--- config.mk ---
export PLATFORM = sky130hd
export DESIGN_NAME = escaped_reply_frame_parser
export DESIGN_NICKNAME = d
export VERILOG_FILES = /design/src/hw/rtl/erfp_pkg.sv /design/src/hw/rtl/erfp_in_stage.sv /design/src/hw/rtl/erfp_decoder.sv /design/src/hw/rtl/erfp_out_stage.sv /design/src/hw/rtl/escaped_reply_frame_parser.sv
export SDC_FILE = /design/constraint.sdc
export NUM_CORES = 1
export LEC_CHECK = 0
export BUFFER_PORTS_ARGS = -buffer_cell sky130_fd_sc_hd__buf_2
export CAP_MARGIN = 25
export CORE_MARGIN = 1.5
export CORE_UTILIZATION = 40
export DETAILED_ROUTE_END_ITERATION = 10
export GPL_TIMING_DRIVEN = 0
export PLACE_DENSITY = 0.57
export SETUP_SLACK_MARGIN = 0.2
export SYNTH_ARGS = -nofsm -noshare
export SYNTH_HDL_FRONTEND = slang
export SYNTH_HIERARCHICAL = 1
export SYNTH_SLANG_ARGS = --single-unit
export TNS_END_PERCENT = 50
--- constraint.sdc ---
create_clock -name clk -period 7.1 [get_ports clk]
set_clock_uncertainty 0.2 [all_clocks]
set_input_delay 0.71 -clock clk [delete_from_list [all_inputs] [get_ports clk]]
set_output_delay 0.71 -clock clk [all_outputs]
set_load 0.005 [all_outputs]
--- src/hw/rtl/erfp_pkg.sv ---
// ----------------------------------------------------------------------------
// erfp_pkg
// Shared types and constants for the escaped reply frame parser.
// ----------------------------------------------------------------------------
package erfp_pkg;

    localparam int MAX_PAYLOAD_DEF = 256;

    localparam int LEN_W = 9;
    localparam logic [LEN_W-1:0] PAYLOAD_LEN_RESET = 9'd256;

    localparam logic [7:0] ESC_BYTE = 8'hDB;
    localparam logic [7:0] ESC_LF   = 8'hDC;
    localparam logic [7:0] ESC_ESC  = 8'hDD;
    localparam logic [7:0] LF_BYTE  = 8'h0A;
    localparam logic [7:0] CMD_ERR  = 8'h65;
    localparam logic [7:0] CMD_OUT  = 8'h6F;

    localparam int TDATA_W = 24;

    typedef enum logic [2:0] {
        PH_CMD,
        PH_ECODE,
        PH_PAYLOAD,
        PH_CSUM,
        PH_TRAILER
    } phase_t;

    typedef enum logic [2:0] {
        ST_OK,
        ST_DEVICE,
        ST_CSUM,
        ST_CMD,
        ST_ESC
    } status_t;

    typedef struct packed {
        logic [7:0] data;
        logic       done;
        status_t    status;
        logic [7:0] code;
    } result_t;

endpackage

--- src/hw/rtl/erfp_in_stage.sv ---
// ----------------------------------------------------------------------------
// erfp_in_stage
// Input register: holds one received byte until the decoder takes it.
// ----------------------------------------------------------------------------
module erfp_in_stage
(
    input  logic       clk,
    input  logic       rst_n,
    input  logic       s_axis_tvalid,
    output logic       s_axis_tready,
    input  logic [7:0] s_axis_tdata,     // rx_byte [7:0]
    output logic       byte_valid,
    output logic [7:0] byte_data,
    input  logic       byte_take
);

    logic       valid_reg;
    logic       valid_next;
    logic [7:0] data_reg;

    assign s_axis_tready = !valid_reg || byte_take;
    assign byte_valid    = valid_reg;
    assign byte_data     = data_reg;

    always_comb
    begin
        valid_next = valid_reg;
        if (s_axis_tvalid && s_axis_tready)
        begin
            valid_next = 1'b1;
        end
        else if (byte_take)
        begin
            valid_next = 1'b0;
        end
    end

    always_ff @(posedge clk or negedge rst_n)
    begin
        if (!rst_n)
        begin
            valid_reg <= 1'b0;
        end
        else
        begin
            valid_reg <= valid_next;
        end
    end

    always_ff @(posedge clk)
    begin
        if (s_axis_tvalid && s_axis_tready)
        begin
            data_reg <= s_axis_tdata;
        end
    end

endmodule

--- src/hw/rtl/erfp_decoder.sv ---
// ----------------------------------------------------------------------------
// erfp_decoder
// Frame state machine: unstuffs bytes, tracks phase, sum and payload count,
// and forms one result per payload byte or end of frame.
// ----------------------------------------------------------------------------
module erfp_decoder
#(
    parameter int MAX_PAYLOAD = erfp_pkg::MAX_PAYLOAD_DEF
)
(
    input  logic                          clk,
    input  logic                          rst_n,
    input  logic                          cfg_wr_en,
    input  logic [erfp_pkg::LEN_W-1:0]    cfg_wr_data,
    input  logic                          fire,
    input  logic [7:0]                    rx_byte,
    output logic                          res_valid,
    output erfp_pkg::result_t             res
);

    localparam int CNT_W = $clog2(MAX_PAYLOAD + 1);

    erfp_pkg::phase_t                  phase_reg;
    erfp_pkg::phase_t                  phase_next;
    logic                              esc_reg;
    logic                              esc_next;
    logic [7:0]                        sum_reg;
    logic [7:0]                        sum_next;
    logic [CNT_W-1:0]                  left_reg;
    logic [CNT_W-1:0]                  left_next;
    logic                              reply_reg;
    logic                              reply_next;
    logic [7:0]                        code_reg;
    logic [7:0]                        code_next;
    logic [erfp_pkg::LEN_W-1:0]        len_reg;

    logic [7:0]                        sum_acc;
    logic [CNT_W-1:0]                  len_sat;
    logic [CNT_W-1:0]                  left_dec;
    logic [7:0]                        ch;
    logic                              ch_ok;
    logic                              finish;
    erfp_pkg::status_t                 fin_status;
    erfp_pkg::status_t                 end_status;

    assign sum_acc  = (phase_reg != erfp_pkg::PH_TRAILER) ? sum_reg + rx_byte : sum_reg;
    assign len_sat  = (32'(len_reg) > 32'(MAX_PAYLOAD)) ? CNT_W'(MAX_PAYLOAD)
                                                       : CNT_W'(len_reg);
    assign left_dec = (left_reg != '0) ? left_reg - CNT_W'(1) : '0;

    always_comb
    begin
        if (sum_acc != 8'd0)
        begin
            end_status = erfp_pkg::ST_CSUM;
        end
        else if (reply_reg)
        begin
            end_status = erfp_pkg::ST_DEVICE;
        end
        else
        begin
            end_status = erfp_pkg::ST_OK;
        end
    end

    always_comb
    begin
        phase_next = phase_reg;
        esc_next   = esc_reg;
        sum_next   = sum_reg;
        left_next  = left_reg;
        reply_next = reply_reg;
        code_next  = code_reg;
        ch         = rx_byte;
        ch_ok      = 1'b0;
        finish     = 1'b0;
        fin_status = erfp_pkg::ST_OK;
        res_valid  = 1'b0;
        res.data   = 8'd0;
        res.done   = 1'b0;
        res.status = erfp_pkg::ST_OK;
        res.code   = 8'd0;

        if (fire)
        begin
            sum_next = sum_acc;
            if (esc_reg)
            begin
                esc_next = 1'b0;
                case (rx_byte)
                    erfp_pkg::ESC_LF:
                    begin
                        ch    = erfp_pkg::LF_BYTE;
                        ch_ok = 1'b1;
                    end
                    erfp_pkg::ESC_ESC:
                    begin
                        ch    = erfp_pkg::ESC_BYTE;
                        ch_ok = 1'b1;
                    end
                    default:
                    begin
                        finish     = 1'b1;
                        fin_status = erfp_pkg::ST_ESC;
                    end
                endcase
            end
            else if (rx_byte == erfp_pkg::ESC_BYTE)
            begin
                esc_next = 1'b1;
            end
            else
            begin
                ch_ok = 1'b1;
            end

            if (ch_ok)
            begin
                unique case (phase_reg)
                    erfp_pkg::PH_ECODE:
                    begin
                        code_next  = ch;
                        phase_next = erfp_pkg::PH_CSUM;
                    end
                    erfp_pkg::PH_PAYLOAD:
                    begin
                        res_valid = 1'b1;
                        res.data  = ch;
                        left_next = left_dec;
                        if (left_dec == '0)
                        begin
                            phase_next = erfp_pkg::PH_CSUM;
                        end
                    end
                    erfp_pkg::PH_CSUM:
                    begin
                        if (ch == erfp_pkg::LF_BYTE)
                        begin
                            finish     = 1'b1;
                            fin_status = end_status;
                        end
                        else
                        begin
                            phase_next = erfp_pkg::PH_TRAILER;
                        end
                    end
                    erfp_pkg::PH_TRAILER:
                    begin
                        finish     = 1'b1;
                        fin_status = end_status;
                    end
                    default:
                    begin
                        if (ch == erfp_pkg::CMD_ERR)
                        begin
                            reply_next = 1'b1;
                            phase_next = erfp_pkg::PH_ECODE;
                        end
                        else if (ch == erfp_pkg::CMD_OUT)
                        begin
                            left_next  = len_sat;
                            phase_next = (len_sat == '0) ? erfp_pkg::PH_CSUM
                                                         : erfp_pkg::PH_PAYLOAD;
                        end
                        else
                        begin
                            finish     = 1'b1;
                            fin_status = erfp_pkg::ST_CMD;
                        end
                    end
                endcase
            end

            // end of frame: report and clear for the next frame
            if (finish)
            begin
                res_valid  = 1'b1;
                res.data   = 8'd0;
                res.done   = 1'b1;
                res.status = fin_status;
                res.code   = (fin_status == erfp_pkg::ST_DEVICE) ? code_reg : 8'd0;
                phase_next = erfp_pkg::PH_CMD;
                esc_next   = 1'b0;
                sum_next   = 8'd0;
                left_next  = '0;
                reply_next = 1'b0;
                code_next  = 8'd0;
            end
        end
    end

    always_ff @(posedge clk or negedge rst_n)
    begin
        if (!rst_n)
        begin
            phase_reg <= erfp_pkg::PH_CMD;
            esc_reg   <= 1'b0;
            sum_reg   <= 8'd0;
            left_reg  <= '0;
            reply_reg <= 1'b0;
            code_reg  <= 8'd0;
            len_reg   <= erfp_pkg::PAYLOAD_LEN_RESET;
        end
        else
        begin
            phase_reg <= phase_next;
            esc_reg   <= esc_next;
            sum_reg   <= sum_next;
            left_reg  <= left_next;
            reply_reg <= reply_next;
            code_reg  <= code_next;
            if (cfg_wr_en)
            begin
                len_reg <= cfg_wr_data;
            end
        end
    end

endmodule

--- src/hw/rtl/erfp_out_stage.sv ---
// ----------------------------------------------------------------------------
// erfp_out_stage
// Result register: holds one result word until the downstream side takes it.
// ----------------------------------------------------------------------------
module erfp_out_stage
(
    input  logic              clk,
    input  logic              rst_n,
    input  logic              res_valid,
    input  erfp_pkg::result_t res,
    output logic              can_load,
    output logic              out_valid,
    output erfp_pkg::result_t out_res,
    input  logic              out_ready
);

    logic              valid_reg;
    logic              valid_next;
    erfp_pkg::result_t res_reg;

    assign can_load  = !valid_reg || out_ready;
    assign out_valid = valid_reg;
    assign out_res   = res_reg;

    always_comb
    begin
        valid_next = valid_reg;
        if (can_load)
        begin
            valid_next = res_valid;
        end
    end

    always_ff @(posedge clk or negedge rst_n)
    begin
        if (!rst_n)
        begin
            valid_reg <= 1'b0;
        end
        else
        begin
            valid_reg <= valid_next;
        end
    end

    always_ff @(posedge clk)
    begin
        if (can_load && res_valid)
        begin
            res_reg <= res;
        end
    end

endmodule

--- src/hw/rtl/escaped_reply_frame_parser.sv ---
// ----------------------------------------------------------------------------
// escaped_reply_frame_parser
// Byte-stuffed reply frame decoder with a modulo-256 sum check.
// ----------------------------------------------------------------------------
// Takes one raw byte per clock cycle when the output side keeps up; each
// accepted byte is held in the input register, and any result it forms is
// captured in the result register. The rate is set by the frame state update
// between the two registers; either stalls only when the stage after it is full.
// Payload bytes leave with tlast low; the end-of-frame status word leaves with
// tlast high. No start-up pass: bytes are taken straight after reset.
module escaped_reply_frame_parser
#(
    parameter int MAX_PAYLOAD = erfp_pkg::MAX_PAYLOAD_DEF
)
(
    input  logic                             clk,
    input  logic                             rst_n,
    input  logic                             cfg_wr_en,
    input  logic [erfp_pkg::LEN_W-1:0]       cfg_wr_data,   // payload_length
    input  logic                             s_axis_tvalid,
    output logic                             s_axis_tready,
    input  logic [7:0]                       s_axis_tdata,  // rx_byte [7:0]
    output logic                             m_axis_tvalid,
    input  logic                             m_axis_tready,
    // out_data [7:0], status [10:8], device_error_code [18:11], zero [23:19]
    output logic [erfp_pkg::TDATA_W-1:0]     m_axis_tdata,
    output logic                             m_axis_tlast   // frame_done
);

    logic              byte_valid;
    logic [7:0]        byte_data;
    logic              can_load;
    logic              fire;
    logic              res_valid;
    erfp_pkg::result_t res;
    erfp_pkg::result_t out_res;

    assign fire = byte_valid && can_load;

    erfp_in_stage u_in
    (
        .clk           (clk),
        .rst_n         (rst_n),
        .s_axis_tvalid (s_axis_tvalid),
        .s_axis_tready (s_axis_tready),
        .s_axis_tdata  (s_axis_tdata),
        .byte_valid    (byte_valid),
        .byte_data     (byte_data),
        .byte_take     (can_load)
    );

    erfp_decoder #(
        .MAX_PAYLOAD (MAX_PAYLOAD)
    ) u_dec
    (
        .clk         (clk),
        .rst_n       (rst_n),
        .cfg_wr_en   (cfg_wr_en),
        .cfg_wr_data (cfg_wr_data),
        .fire        (fire),
        .rx_byte     (byte_data),
        .res_valid   (res_valid),
        .res         (res)
    );

    erfp_out_stage u_out
    (
        .clk       (clk),
        .rst_n     (rst_n),
        .res_valid (res_valid),
        .res       (res),
        .can_load  (can_load),
        .out_valid (m_axis_tvalid),
        .out_res   (out_res),
        .out_ready (m_axis_tready)
    );

    assign m_axis_tdata = {5'd0, out_res.code, 3'(out_res.status), out_res.data};
    assign m_axis_tlast = out_res.done;

endmodule

Word level (Yosys, flattened, before mapping)
Cells that the tools add are included.

Muxes and demuxes: 60. Reductions and logical operators: 28. Magnitude comparators: 1. $add $sub $neg: 2. Equal/unequal tests: 18. Bitwise operators: 3.

Operator list (count): $mux W8 (8); $mux W9 (6); $mux W3 (13); $mux W1 (26); $eq A8 B8 Y1 const B (3); $logic_not A9 Y1 (2); $pmux W9 S2 (1); $eq A8 B7 Y1 const B (2); $pmux W8 S2 (1); $mux W12 (1); $pmux W3 S4 (1); $gt A9 B9 Y1 const B (1); $ne A3 B3 Y1 const B (3); $pmux W3 S3 (1); $reduce_bool A9 Y1 (1); $sub A9 B1 Y9 const B (1); $add A8 B8 Y8 (1); $eq A8 B4 Y1 const B (1); $reduce_bool A2 Y1 (4); $reduce_bool A8 Y1 (1); $reduce_or A4 Y1 (2); $eq A3 B1 Y1 const B (2); $eq A3 B2 Y1 const B (2); $ne A2 B1 Y1 const B (3); 17 further kinds (25).

Word-level logic and storage cells: 126. Input port bits: 22. Register bits: 69. Output and inout bits: 27.

Depth between registers and ports, before layout
Gate-level depths: netlist of the first run.

Depth in word-level cells: 13. Gate-level depth with buffers: 9. Gate-level depth less buffers: 9.

Hierarchy
Netlist of the first run, hierarchy kept.

By module, submodules not included: erfp_decoder (seq. area each 977.2 um^2, area each 2892.8 um^2, instances 1, cells an instance 331); erfp_out_stage (seq. area each 625.6 um^2, area each 654.4 um^2, instances 1, cells an instance 24); erfp_in_stage (seq. area each 265.3 um^2, area each 294.0 um^2, instances 1, cells an instance 12); escaped_reply_frame_parser (seq. area each 0.0 um^2, area each 47.5 um^2, instances 1, cells an instance 7).

Worst setup path before layout of the first run
OpenSTA, ideal clock, no wires.

Path type: reg2reg. Start point: register u_dec.left_reg[0]. End point: register u_dec.phase_reg[2]. Library setup time: 0.125 ns. Arrival: 2.392 ns. Period minus slack after synthesis: 2.717 ns. Path slack: 4.383 ns. Cell stages (with the launch flop): 9. Buffers on the path: 0. Data required time: 6.775 ns. Path through: dfrtp_1 > inv_1 > ha_1 > or4b_1 > o21ai_1 > a41oi_1 > a2111oi_2 > a31o_4 > mux2_4.

Longest elaborated chain between the ends: 5. Elaborated cells between the ends (all ways): 6. Those cells by class: add/sub: 1; eq/ne: 1; mux: 1; reduce/logical: 3.

RTL lines: start: declaration (line erfp_decoder.sv:29) `logic [CNT_W-1:0] left_reg;`; start signal: assignment (line erfp_decoder.sv:210) `left_reg <= left_next;`; $sub A9 B1 Y9 / $reduce_bool A9 Y1 (equally long branches) (line erfp_decoder.sv:49) `assign left_dec = (left_reg != '0) ? left_reg - CNT_W'(1) : '0;`; $mux W9 (*) (line erfp_decoder.sv:49); $logic_not A9 Y1 (*) (line erfp_decoder.sv:131) `if (left_dec == '0)`; $ne A3 B1 Y1 (no line) (*); $reduce_and A6 Y1 (no line) (*); end signal: assignment (line erfp_decoder.sv:197) `phase_reg <= erfp_pkg::PH_CMD;`; end signal: assignment (line erfp_decoder.sv:207) `phase_reg <= phase_next;`; end: declaration (line erfp_decoder.sv:23) `erfp_pkg::phase_t phase_reg;`.

Mark *: on every way between the ends. The rest lies on a longest branch, timed or not. A chain may end at the register's enable or synchronous reset.

Worst setup path in the final report of the first run
Start point: register u_in.data_reg[0] (netlist: u_in/byte_data[0]). End point: register u_out.res_reg, in the netlist u_out/out_res[8] (data pin).

Longest elaborated chain between the ends: 11. Elaborated cells between the ends (all ways): 33. Those cells by class: add/sub: 1; eq/ne: 6; mux: 23; reduce/logical: 3.

RTL lines: start: declaration (line erfp_in_stage.sv:19) `logic [7:0] data_reg;`; start signal: assignment (line erfp_in_stage.sv:54) `data_reg <= s_axis_tdata;`; $eq A8 B8 Y1 (line erfp_decoder.sv:91) `case (rx_byte)`; $pmux W8 S2 (line erfp_decoder.sv:91); $mux W8 (line erfp_decoder.sv:88) `if (esc_reg)`; $mux W8 (line erfp_decoder.sv:85) `if (fire)`; $eq A8 B7 Y1 (line erfp_decoder.sv:160) `else if (ch == erfp_pkg::CMD_OUT)`; $mux W1 (line erfp_decoder.sv:160); $mux W1 (line erfp_decoder.sv:155) `if (ch == erfp_pkg::CMD_ERR)`; $pmux W1 S3 (line erfp_decoder.sv:120) `unique case (phase_reg)`; $mux W1 (line erfp_decoder.sv:118) `if (ch_ok)`; $mux W1 (line erfp_decoder.sv:85); $reduce_and A2 Y1 (no line); end signal: assignment (line erfp_out_stage.sv:50) `res_reg <= res;`; end: declaration (line erfp_out_stage.sv:19) `erfp_pkg::result_t res_reg;`.

Several ways; a longest one is shown, not always the timed one. The select of a mux whose other input is x is not followed.

==> out/metrics.sh, run 1 <==
STATUS='completed'
AVGSYNTHCELLAREA_SQ_UM=10.40
POST-DP-HPWL_MM=6.457
DIE_AREA_SQ_MM=0.01032
WORST_SETUP_PATH_END_KIND='flip-flop'
POSTLAYOUTSETUPSLACKWORST_PS=3897
DIODES=0
ANT_NETS=0
POSTCTSSETUPREPAIRBUFS=0
COMPOUND_CELL_AREA_SHARE_OF_THE_YOSYS_NETLIST=0.1782
ROW_COUNT=35
CRITICAL-PATH-MAX-STAGE-DELAY_PS=760
TIMING.REG2REG.SETUP_SLACK_PS=3900
GRT_START_MAX_NET_PINS=42
TIMING.CRITICAL_PATH.REQUIRED_PS=6970
PWR_DENSITY_CELL_mW_PER_MM2=418.6
BUFFER_PORTS.INSERTED=42
LEAKAGE_nW=1.835
ACHIEVABLE-FREQUENCY_GHz=0.3122
DRT_DRC_VIOLATIONS_LEFT=0
MIN_PATH_TYPE='primary input to asynchronous set/reset pin'
GLOBALROUTE.TOTALOVERFLOW=0
FP.COREAREA_SQ_MM=0.009328
CRITICAL_PATH.MAX_FANOUT=10
CTS-HTREE-LEVELS=3
CTSHOLDBUFFERS=0
TOTALNEGATIVESETUPSLACK_PS=0
CRITICAL_PATH_TYPE='flip-flop to flip-flop'
TRITONCTS='yes'
CLK_PIN_SLEW_PS=80
TIMING.CRITICAL_PATH.ARRIVAL_PS=3070
ANTENNA_VIOLATIONS_BEFORE_REPAIR=0
YOSYS.AREA_SHARE.SIMPLE=0.2014
WORSTPATHCELLLIST='ha_1, inv_1, fa_1, nor2b_1, o21ai_0, a21oi_1, nor4_1, a31oi_1, o31ai_1'
WORST_SKEW_PAIR.LATE_LATENCY_PS=340
SYNTH-MAIN-FF-CELL='dfrtp_1'
WORST-SLEW-PIN-TRANSITION_PS=1010
POST_DETAILED_ROUTE_VIA_TO_CELL_RATIO=5.350
FINAL-SEQ-AREA_SQ_MM=0.001868
WORST-PATH-BUF-INV=1
LAYOUT_WORST_PATH_CYCLE_SHARE=0.4511
DIE_H_UM=101.6
CRITPATHLAUNCHTYPE='flip-flop'
FILLER_CELL_COUNT=907
VDD_IR_DROP_MAX_mV=0.1355
LARGEST_REGISTER_FFS=20
GLOBALPLACE.CONGESTION=0.8900
SETUP_REPAIR_AFTER_GLOBAL_ROUTING_MISSED_ITS_MARGIN='false'
CTS_MADE_BUFFERS=9
YS.WARNINGS.COUNT=6
MAXCAPVIOLATIONS=0
CTS_BUFFER_DEPTH=2
POST_SYNTH_MUX_AREA_SHARE=0.04022
FIN_NETS=463
WORST_HOLD_SLACK_PS=66.01
GROUTE.USAGE.OVERALL=0.1851
HOLD_VIOLATIONS=0
ROUTE.DETAILED.WL_PER_INST_UM=15.75
CTS-ROOT-BUF='clkbuf_8'
FIRST_ITERATION_DETAILED_ROUTING_DRC_COUNT=179
CTSRESIZECOUNT=0
SYNTH-SEQ-CELLS=69
CRITPATHTOPFAMILY='compound AO/OA/AOI/OAI gates'
LAYOUT_MIN_CYCLE_TIME_PS=3203
IO_PINS=49
SYNTHTOLAYOUTAREAGROWTH_PCT=15.12
SYNTH_ADDER_AREA_SHARE=0.03089
SLOWEST_STAGE='a31oi_1'
INITIAL_CORE_UTIL=0.4169
POSTROUTEWIRELENGTH_MM=8.916
DP_WORST_SETUP_SLACK_PS=3587
DRT_PASS1_ITERATIONS=4
MAX_SLEW_MARGIN=0.3255
SETUP_VIOL=0
ASYNCSETRESETFLOPFRACSYNTH=0.5942
XOR_XNOR_FRACTION_OF_SYNTH_AREA=0.02027
TRITONCTS_NUM_SINKS=69
LAYOUT-DRIVE-GT1-SHARE=0.2128
GRT_PASS1_WL_MM=14.56
DIEWIDTH_UM=101.6
SYNTH_ENABLE_FLOP_CELLS=28
FOOTPRINT_OF_THE_MULTI_INPUT_GATES_SQ_MM=0.001851
FIRST_GLOBAL_VIAS=2887
POST_SYNTH_INST_COUNT=374
SYNTH.CELL_AREA_SQ_MM=0.003889
LARGEST_FAMILY_OF_LOGIC_CELLS_BY_SYNTHESIZED_AREA='simple AND/OR/NAND/NOR gates'
VIA_COUNT=3028
SLEW_VIOL_FINAL=0
SYNTH.YOSYS.SEQ_AREA_SHARE=0.4804
SYNTHDISTINCTLIBCELLS=73
-- worst reg2reg max path, delay by kind of cell (launching register included) --
family / cells / cell delay, ps
AOI/OAI and AO/OA: 4 / 1240
adders and majority gates: 2 / 650
and+or+nand+nor: 2 / 260
buffers and inverters: 1 / 60
DFF: 1 / 530
-- logic make-up after synthesis --
logic type,count (synthesis)
simple gates,138
compound gates,93
flops,69
buf+inv,41
mux,14
fa+ha+maj,9
xor+xnor,9
other cells,1
-- per-layer routing --
metal | vias to the layer above | share of wire | global-route usage
li1 | 1510 | - | -
met1 | 1426 | 0.50 | 0.2654
met2 | 82 | 0.44 | 0.2733
met3 | 10 | 0.043 | 0.03865
met4 | 0 | 0.014 | 0.07372
met5 | - | 0 | 0
-- cell usage in the layout (no fill, tap or decap), drive strengths merged, types with 3 or more instances in the layout --
cell	Yosys	layout
o22ai	5	5
inv	26	30
o31ai	5	5
dfrtp	40	40
clkbuf	6	16
nand3	9	9
ha	8	8
a21oi	17	17
and2	12	12
o221ai	3	3
mux2	10	10
or4	4	4
nor3	6	6
mux2i	4	4
nand2b	6	6
nor2	29	29
conb	1	5
a31oi	6	6
edfxtp	28	28
o31a	3	3
clkinv	1	3
o311ai	3	3
o21ai	22	22
buf	8	51
nand2	32	32
nor4	12	12
a22o	8	8
nor3b	7	7
xnor2	7	7
or3	4	4
-- synthesized netlist by cell type, types with 2 or more instances --
master | n | share of area
nand3_1 | 9 | 0.012
o31a_1 | 3 | 0.0068
or4_1 | 4 | 0.0077
and2_4 | 3 | 0.0068
o221ai_1 | 3 | 0.0068
nor2_4 | 2 | 0.0058
nor4_1 | 12 | 0.019
o311ai_0 | 2 | 0.0045
mux2i_1 | 4 | 0.010
a21oi_1 | 17 | 0.022
o21ai_1 | 6 | 0.0077
nand2b_4 | 2 | 0.0071
xor2_1 | 2 | 0.0045
o31ai_1 | 5 | 0.0097
nor4bb_1 | 2 | 0.0051
nor3_1 | 6 | 0.0077
nand4b_1 | 2 | 0.0045
a22oi_1 | 2 | 0.0039
nor2b_1 | 2 | 0.0032
mux2_2 | 9 | 0.026
nor2_1 | 27 | 0.026
nand2_1 | 32 | 0.031
a22o_1 | 8 | 0.018
inv_1 | 26 | 0.025
or3_1 | 3 | 0.0048
buf_4 | 6 | 0.012
and3_1 | 2 | 0.0032
clkbuf_1 | 6 | 0.0058
o22ai_1 | 5 | 0.0080
ha_1 | 8 | 0.026
nor3b_1 | 6 | 0.012
nand2b_1 | 4 | 0.0064
edfxtp_1 | 28 | 0.22
dfrtp_1 | 40 | 0.26
xnor2_1 | 7 | 0.016
nor4b_1 | 2 | 0.0045
o21a_1 | 2 | 0.0039
and2_1 | 9 | 0.014
nand3b_1 | 2 | 0.0039
a31oi_1 | 6 | 0.0097
o21ai_0 | 16 | 0.021
-- cell type report --
| class | count | area share |
|---|---|---|
| Sequential cell | 69 | 0.4173 |
| Tap cell | 129 | 0.03605 |
| Multi-Input combinational cell | 268 | 0.4134 |
| Timing Repair Buffer | 43 | 0.05143 |
| Buffer | 14 | 0.01873 |
| Clock inverter | 6 | 0.009782 |
| Inverter | 27 | 0.02264 |
| Clock buffer | 10 | 0.03074 |
-- path summary, 6_finish.rpt --
check                                          to  depth (start not counted)         startpoint
worst max-delay path             u_out/out_res[8]                          9  u_in/byte_data[0]
worst min-delay path             u_dec/sum_reg[7]                          1              rst_n
worst max register to register   u_out/out_res[8]                          9  u_in/byte_data[0]
worst min register to register  u_dec/code_reg[4]                          2  u_dec/code_reg[4]
max in group asynchronous       u_dec/code_reg[0]                          2              rst_n
min in group clk                u_dec/code_reg[4]                          2  u_dec/code_reg[4]
-- power breakdown --
group / switching, mW / leakage, nW / internal (mW)
combinational: 0.547 / 0.949 / 0.379
clock: 0.163 / 0.0979 / 0.139
sequential: 0.0876 / 0.788 / 0.558
total: 0.798 / 1.83 / 1.08
-- metrics by stage --
step | power (mW) | cell area (sq um) | util | cells
floorplan | 1.330 | 3904 | - | 378
CTS | 1.880 | 4457 | 0.4778 | 565
global route | 2.021 | 4477 | 0.4799 | 566
global placement | 1.564 | 4275 | 0.4584 | 549
finish | 1.874 | 4477 | 0.4799 | 566
detailed placement | 1.572 | 4275 | 0.4584 | 549
Power figures use the tool's default switching activity.
==> run 2: changes to the inputs <==
--- a/config.mk
+++ b/config.mk
@@ -11,7 +11,7 @@
 export CORE_UTILIZATION = 40
 export DETAILED_ROUTE_END_ITERATION = 10
 export GPL_TIMING_DRIVEN = 0
-export PLACE_DENSITY = 0.57
+export PLACE_DENSITY = 0.59
 export SETUP_SLACK_MARGIN = 0.2
 export SYNTH_ARGS = -nofsm -noshare
 export SYNTH_HDL_FRONTEND = slang
==> constraint.sdc (replaced) <==
create_clock -name clk -period 2.6 [get_ports clk]
set_clock_uncertainty 0.2 [all_clocks]
set_input_delay 0.26 -clock clk [delete_from_list [all_inputs] [get_ports clk]]
set_output_delay 0.26 -clock clk [all_outputs]
set_load 0.005 [all_outputs]
==> run 2 against run 1 <==
  * The flow now finishes with violations (negative setup slack)
  * Global-route usage grew 3.5 points
  * Wire length is 31% higher
  * Sequential cell count stayed put
  * Largest power group unchanged
  * Combinational power rose to 4.6 times the previous value
  * Highest routed layer unchanged
  * Register-to-register slack lost 4100 ps
  * Cell area rose by 28%
  * Sequential share of layout area fell by 9.0 points
  * Critical path type unchanged
  * Cell count is 12% higher
  * Hold slack improved by 2.4 ps
==> out/metrics.sh, run 2 (synthesis gave the netlist of run 1 again) <==
GRT_START_MAX_NET_PINS=42
P_COMB_FRAC=0.605
LAYOUT_MIN_CYCLE_TIME_PS=2768
VIOLATIONS='negative setup slack'
CTS-HTREE-LEVELS=3
CLK_PIN_SLEW_PS=80
SETUP_VIOL=28
WORST-SLEW-PIN-TRANSITION_PS=671.2
ACHIEVABLE-FREQUENCY_GHz=0.3613
MAX_SLEW_MARGIN=0.5484
STATUS='complete, but fails checks'
DIEWIDTH_UM=101.6
WORST_HOLD_SLACK_PS=68.39
CLOCKPOWERSHARE=0.140
DIODES=0
PWR_DENSITY_CELL_mW_PER_MM2=1228
LAYOUT-DRIVE-GT1-SHARE=0.4466
FILLER_CELL_COUNT=728
GLOBALPLACE.CONGESTION=0.8756
GROUTE.USAGE.OVERALL=0.2198
INITIAL_CORE_UTIL=0.4169
R2R_END='u_out/out_res[9]'
DIE_AREA_SQ_MM=0.01032
FIRST_GLOBAL_VIAS=3365
TRITONCTS_NUM_SINKS=69
TIMING.CRITICAL_PATH.ARRIVAL_PS=2670
TIMING.REG2REG.SETUP_SLACK_PS=-170
WORST_SETUP_PATH_END_KIND='flip-flop'
FIN_NETS=532
SYNTHTOLAYOUTAREAGROWTH_PCT=47.04
WORST_SKEW_PAIR.LATE_LATENCY_PS=360
GLOBALROUTE.TOTALOVERFLOW=0
LAYOUT_WORST_PATH_CYCLE_SHARE=1.064
LEADING_CELL_TYPE_IN_THE_LAYOUT_FILL_AND_TAPS_EXCLUDED='buf_2'
CRITICAL_PATH.MAX_FANOUT=5
INTERNAL-POWER_mW=3.982
DRT_PASS1_ITERATIONS=6
CTS-ROOT-BUF='clkbuf_8'
POSTROUTEWIRELENGTH_MM=11.69
CTS_BUFFER_DEPTH=2
ROW_COUNT=35
TRITONCTS='yes'
REG2REG_FROM='u_in/byte_data[6]'
SLEW_VIOL_FINAL=0
FIRST_ITERATION_DETAILED_ROUTING_DRC_COUNT=317
ANTENNA_VIOLATIONS_BEFORE_REPAIR=0
WORSTPATHCELLLIST='buf_4, ha_1, nor3b_1, a211oi_1, o221ai_1, o32ai_4, nand2_4, o31a_1'
VIA_COUNT=3651
MIN_DELAY_WORST_ENDPOINT='u_out/out_valid'
POST-DP-HPWL_MM=6.393
POST_DETAILED_ROUTE_VIA_TO_CELL_RATIO=5.750
LEAKAGE_nW=2.306
VDD_IR_DROP_MAX_mV=0.4763
CRITPATHLAUNCHTYPE='flip-flop'
TIMING.CRITICAL_PATH.REQUIRED_PS=2500
UTILIZATION=0.6130
DRT_DRC_VIOLATIONS_LEFT=0
ROUTE.DETAILED.WL_PER_INST_UM=18.41
HOLD_VIOLATIONS=0
CRITICAL-PATH-MAX-STAGE-DELAY_PS=480
DIE_H_UM=101.6
FINAL-SEQ-AREA_SQ_MM=0.001871
FP.COREAREA_SQ_MM=0.009328
SLOWEST_STAGE='edfxtp_1'
LAYOUT_COMMON_CELLS='buf_2 (43), buf_4 (42), dfrtp_1 (38), edfxtp_1 (28), nor2_1 (24)'
MIN_PATH_TYPE='primary input to flip-flop'
TOTAL_SWITCHING_POWER_mW=3.039
MIN_DELAY_PATH_DEPTH=3
SETUP_REPAIR_AFTER_GLOBAL_ROUTING_MISSED_ITS_MARGIN='true'
REG2REG_DEPTH=8
BUFFER_PORTS.INSERTED=42
CTS_MADE_BUFFERS=9
LARGEST_REGISTER_FFS=20
FOOTPRINT_OF_THE_MULTI_INPUT_GATES_SQ_MM=0.002437
NETSWITCHINGFRACTION=0.4329
MAXCAPVIOLATIONS=0
POSTLAYOUTSETUPSLACKWORST_PS=-167.6
SEQPWRFRAC=0.256
IO_PINS=49
HP-START='m_axis_tready'
DP_WORST_SETUP_SLACK_PS=-434.5
GRT_PASS1_WL_MM=17.26
ANT_NETS=0
CRITICAL_PATH_TYPE='flip-flop to flip-flop'
==> run 2: cell count changes in the layout (fill, tap and decap cells not counted), sizes merged <==
cell and delta:
a31oi +1, and2 +3, buf +46, bufinv +2, clkbuf -2, clkinvlp +2
dlygate4sd3 +19, inv -3, nand2 +1
==> run 2: how the worst max path moves through the flow <==
stage / end / cells past startpoint / from
after global routing: u_out/out_res[9] / 7 / u_in/byte_data[1]
after CTS: u_out/out_res[9] / 10 / u_dec/sum_reg[0]
after global placement: u_out/out_res[19] / 7 / u_out/out_valid
after floorplan: u_out/out_res[9] / 9 / u_in/byte_data[0]
after detailed placement: u_out/out_res[13] / 7 / u_out/out_valid
final: u_out/out_res[9] / 8 / u_in/byte_data[6]
==> run 2: power groups by stage <==
stage               registers (mW)  logic (mW)  clock network [mW]
finish                        1.80        4.25               0.980
detailed placement            1.78        2.61                   0
floorplan                     1.74        1.98                   0
global placement              1.78        2.57                   0
CTS                           1.77        3.49               0.993
global route                  1.83        4.53                1.04
==> run 2: through the flow <==
step | power, mW | area, sq um | instances | setup TNS (ps)
after floorplan | 3.722 | 3953 | 378 | 0
after global placement | 4.350 | 4324 | 549 | -16160
after detailed placement | 4.390 | 4324 | 549 | -15150
after CTS | 6.244 | 5268 | 616 | -191.2
after global routing | 7.409 | 5718 | 635 | -3560
final | 7.022 | 5718 | 635 | -1394
==> run 2: cell type report <==
cell class / count / share of cell area
Sequential cell: 69 / 0.3271
Buffer: 14 / 0.01947
Inverter: 27 / 0.01882
Multi-Input combinational cell: 273 / 0.4263
Timing Repair Buffer: 107 / 0.1414
Tap cell: 129 / 0.02823
Clock buffer: 9 / 0.02166
Clock inverter: 7 / 0.01707
==> run 2: routing by layer <==
metal	track usage	vias to the layer above	part of all wire
li1	-	1660	-
met1	0.2953	1769	0.42
met2	0.3590	171	0.48
met3	0.04141	51	0.059
met4	0.07158	0	0.038
met5	0	-	0
==> run 2: repair_timing <==
item	4_1_cts	5_1_grt
setup buffers	26	17
setup endpoints to repair	67	63
hold buffers	19	0
cloned	6	1
hold endpoints to repair	58	0
pin swaps	26	34
resized for setup	69	61
==> run 2: critical path, delay by kind of cell, from the launching register on <==
| family | cells | cell delay (ps) |
|---|---|---|
| adder cells (fa/ha/maj) | 1 | 360 |
| buffers and inverters | 1 | 210 |
| flip-flops | 1 | 480 |
| AND/OR/NAND/NOR | 2 | 330 |
| AO/OA/AOI/OAI | 4 | 930 |
==> run 3: changes to the inputs <==
--- a/config.mk
+++ b/config.mk
@@ -9,6 +9,7 @@
 export CAP_MARGIN = 25
 export CORE_MARGIN = 1.5
 export CORE_UTILIZATION = 40
+export CTS_BUF_LIST = sky130_fd_sc_hd__clkbuf_16
 export DETAILED_ROUTE_END_ITERATION = 10
 export GPL_TIMING_DRIVEN = 0
 export PLACE_DENSITY = 0.59
==> run 3 against run 2 <==
  * Maximum frequency increased by 1.2%
  * The run still ends with negative setup slack left
  * Critical endpoint unchanged
  * Cell area is 2.8% lower
  * Die area unchanged
  * Critical path type unchanged
  * Wire length shrank 2.4%
  * Global-route usage decreased by 0.50 points
  * Hold slack gained 46 ps
==> out/metrics.sh, run 3 (synthesis gave the netlist of run 1 again) <==
IO_PINS=49
VDD_IR_DROP_MAX_mV=0.5068
FIRST_ITERATION_DETAILED_ROUTING_DRC_COUNT=390
LAYOUT_COMMON_CELLS='buf_2 (42), buf_4 (41), dfrtp_1 (38), nand2_1 (29), edfxtp_1 (28)'
STDCELL_AREA_SQ_MM=0.005558
CTS-ROOT-BUF='clkbuf_16'
WORST-SLEW-PIN-TRANSITION_PS=811.0
GRT_START_MAX_NET_PINS=42
CLOCKPOWERSHARE=0.189
GLOBALROUTE.TOTALOVERFLOW=0
GROUTE.USAGE.OVERALL=0.2148
R2R_END='u_out/out_res[9]'
POST_LAYOUT_CELL_COUNT=630
WORST_SETUP_PATH_END_KIND='flip-flop'
TRITONCTS_NUM_SINKS=69
POST-DP-HPWL_MM=6.393
CTS-HTREE-LEVELS=3
STATUS='complete, but fails checks'
ROUTE.DETAILED.WL_PER_INST_UM=18.11
HP-START='m_axis_tready'
DRT_PASS1_ITERATIONS=5
CTS_MADE_BUFFERS=9
ANTENNA_VIOLATIONS_BEFORE_REPAIR=0
ANT_NETS=0
MAX_SLEW_MARGIN=0.4544
VIA_COUNT=3607
SETUP_REPAIR_AFTER_GLOBAL_ROUTING_MISSED_ITS_MARGIN='true'
CRITPATHLAUNCHTYPE='flip-flop'
WORST_HOLD_SLACK_PS=113.9
CRITICAL_PATH_TYPE='flip-flop to flip-flop'
VIOLATIONS='negative setup slack'
SEQPWRFRAC=0.258
CLK_PIN_SLEW_PS=60
MAXCAPVIOLATIONS=0
ROW_COUNT=35
NUMBER_OF_PLACED_INSTANCES_WITH_TAPS_INCLUDED=549
SETUP_VIOL=37
POSTPLACECELLAREA_SQ_MM=0.004324
POST_DETAILED_ROUTE_VIA_TO_CELL_RATIO=5.725
REG2REG_DEPTH=9
DIODES=0
LEADING_CELL_TYPE_IN_THE_LAYOUT_FILL_AND_TAPS_EXCLUDED='buf_2'
MIN_DELAY_PATH_DEPTH=3
LARGEST_REGISTER_FFS=20
DRT_DRC_VIOLATIONS_LEFT=0
MIN_DELAY_WORST_ENDPOINT='u_out/out_valid'
DIEWIDTH_UM=101.6
TRITONCTS='yes'
GLOBALPLACE.CONGESTION=0.8756
TOTAL_SWITCHING_POWER_mW=2.846
TIMING.CRITICAL_PATH.ARRIVAL_PS=2610
POSTROUTEWIRELENGTH_MM=11.41
P_COMB_FRAC=0.552
POSTLAYOUTSETUPSLACKWORST_PS=-134.0
DIE_AREA_SQ_MM=0.01032
GRT_PASS1_WL_MM=17.00
SLEW_VIOL_FINAL=0
HOLD_VIOLATIONS=0
INITIAL_CORE_UTIL=0.4169
LAYOUT_MIN_CYCLE_TIME_PS=2734
NETSWITCHINGFRACTION=0.4112
REG2REG_FROM='u_in/byte_data[1]'
FIRST_GLOBAL_VIAS=3371
MIN_PATH_TYPE='primary input to flip-flop'
LAYOUT-DRIVE-GT1-SHARE=0.3892
DIE_H_UM=101.6
TIMING.CRITICAL_PATH.REQUIRED_PS=2470
INTERNAL-POWER_mW=4.075
ACHIEVABLE-FREQUENCY_GHz=0.3658
LEAKAGE_nW=2.261
WORST_SKEW_PAIR.LATE_LATENCY_PS=330
CRITICAL_PATH.MAX_FANOUT=5
FP.COREAREA_SQ_MM=0.009328
BUFFER_PORTS.INSERTED=42
SYNTHTOLAYOUTAREAGROWTH_PCT=42.92
PWR_DENSITY_CELL_mW_PER_MM2=1245
FIN_NETS=527
TIMING.REG2REG.SETUP_SLACK_PS=-130
CTS_BUFFER_DEPTH=2
LAYOUT_WORST_PATH_CYCLE_SHARE=1.052
==> run 3: critical path, cell delays in order, from the launching register on <==
cell      delay [ps]
edfxtp_1         450
inv_2             90
fa_2             420
nor2b_2          170
o31a_1           240
a21oi_2           80
nor4_4           210
buf_4            180
a31oi_4          150
o31a_1           280
==> run 3: repair_timing <==
item / CTS / global route
hold buffers: 19 / 0
cloned: 4 / 3
buffers inserted: 21 / 17
resized for setup: 58 / 28
pin swaps: 31 / 16
endpoints found under the hold margin: 58 / 0
endpoints found under the setup margin: 67 / 62
==> run 3: worst max path at each step <==
stage,from,end,slack [ps],cells past startpoint
global placement,u_out/out_valid,u_out/out_res[19],-470,7
detailed placement,u_out/out_valid,u_out/out_res[13],-430,7
global route,u_in/byte_data[1],u_out/out_res[9],-200,9
finish,u_in/byte_data[1],u_out/out_res[9],-130,9
CTS,u_in/byte_data[2],u_dec/phase_reg[1],-50,8
floorplan,u_in/byte_data[0],u_out/out_res[9],80,9
==> run 3: cell type report <==
type	count	area, sq um
buffer	14	105.1
clock buffer	9	225.2
clock inverter	7	97.59
fill	733	3770
inverter	27	102.6
multi-input combinational	273	2252
sequential	69	1871
tap	129	161.4
timing repair buffer	102	743.2
==> run 3: per-layer routing <==
layer	track usage	up-vias	share of wire
met2	0.3497	194	0.48
met1	0.2794	1735	0.43
met4	0.09722	0	0.027
li1	-	1646	-
met3	0.03865	32	0.068
met5	0	-	0
==> run 3: per-stage QoR <==
| stage | power, mW | util | setup WS (ps) | TNS, ps |
|---|---|---|---|---|
| floorplan | 3.722 | - | 75.75 | 0 |
| global placement | 4.350 | 0.4636 | -465.5 | -16160 |
| detailed placement | 4.390 | 0.4636 | -434.5 | -15150 |
| CTS | 6.423 | 0.5634 | -54.03 | -121.9 |
| global route | 7.298 | 0.5958 | -204.9 | -5933 |
| finish | 6.921 | 0.5958 | -134.0 | -1927 |
==> run 3: power groups by stage <==
| stage | logic, mW | registers [mW] | clock network (mW) |
|---|---|---|---|
| after CTS | 3.33 | 1.77 | 1.32 |
| after detailed placement | 2.61 | 1.78 | 0 |
| after global routing | 4.10 | 1.82 | 1.38 |
| after floorplan | 1.98 | 1.74 | 0 |
| after global placement | 2.57 | 1.78 | 0 |
| final | 3.82 | 1.79 | 1.31 |
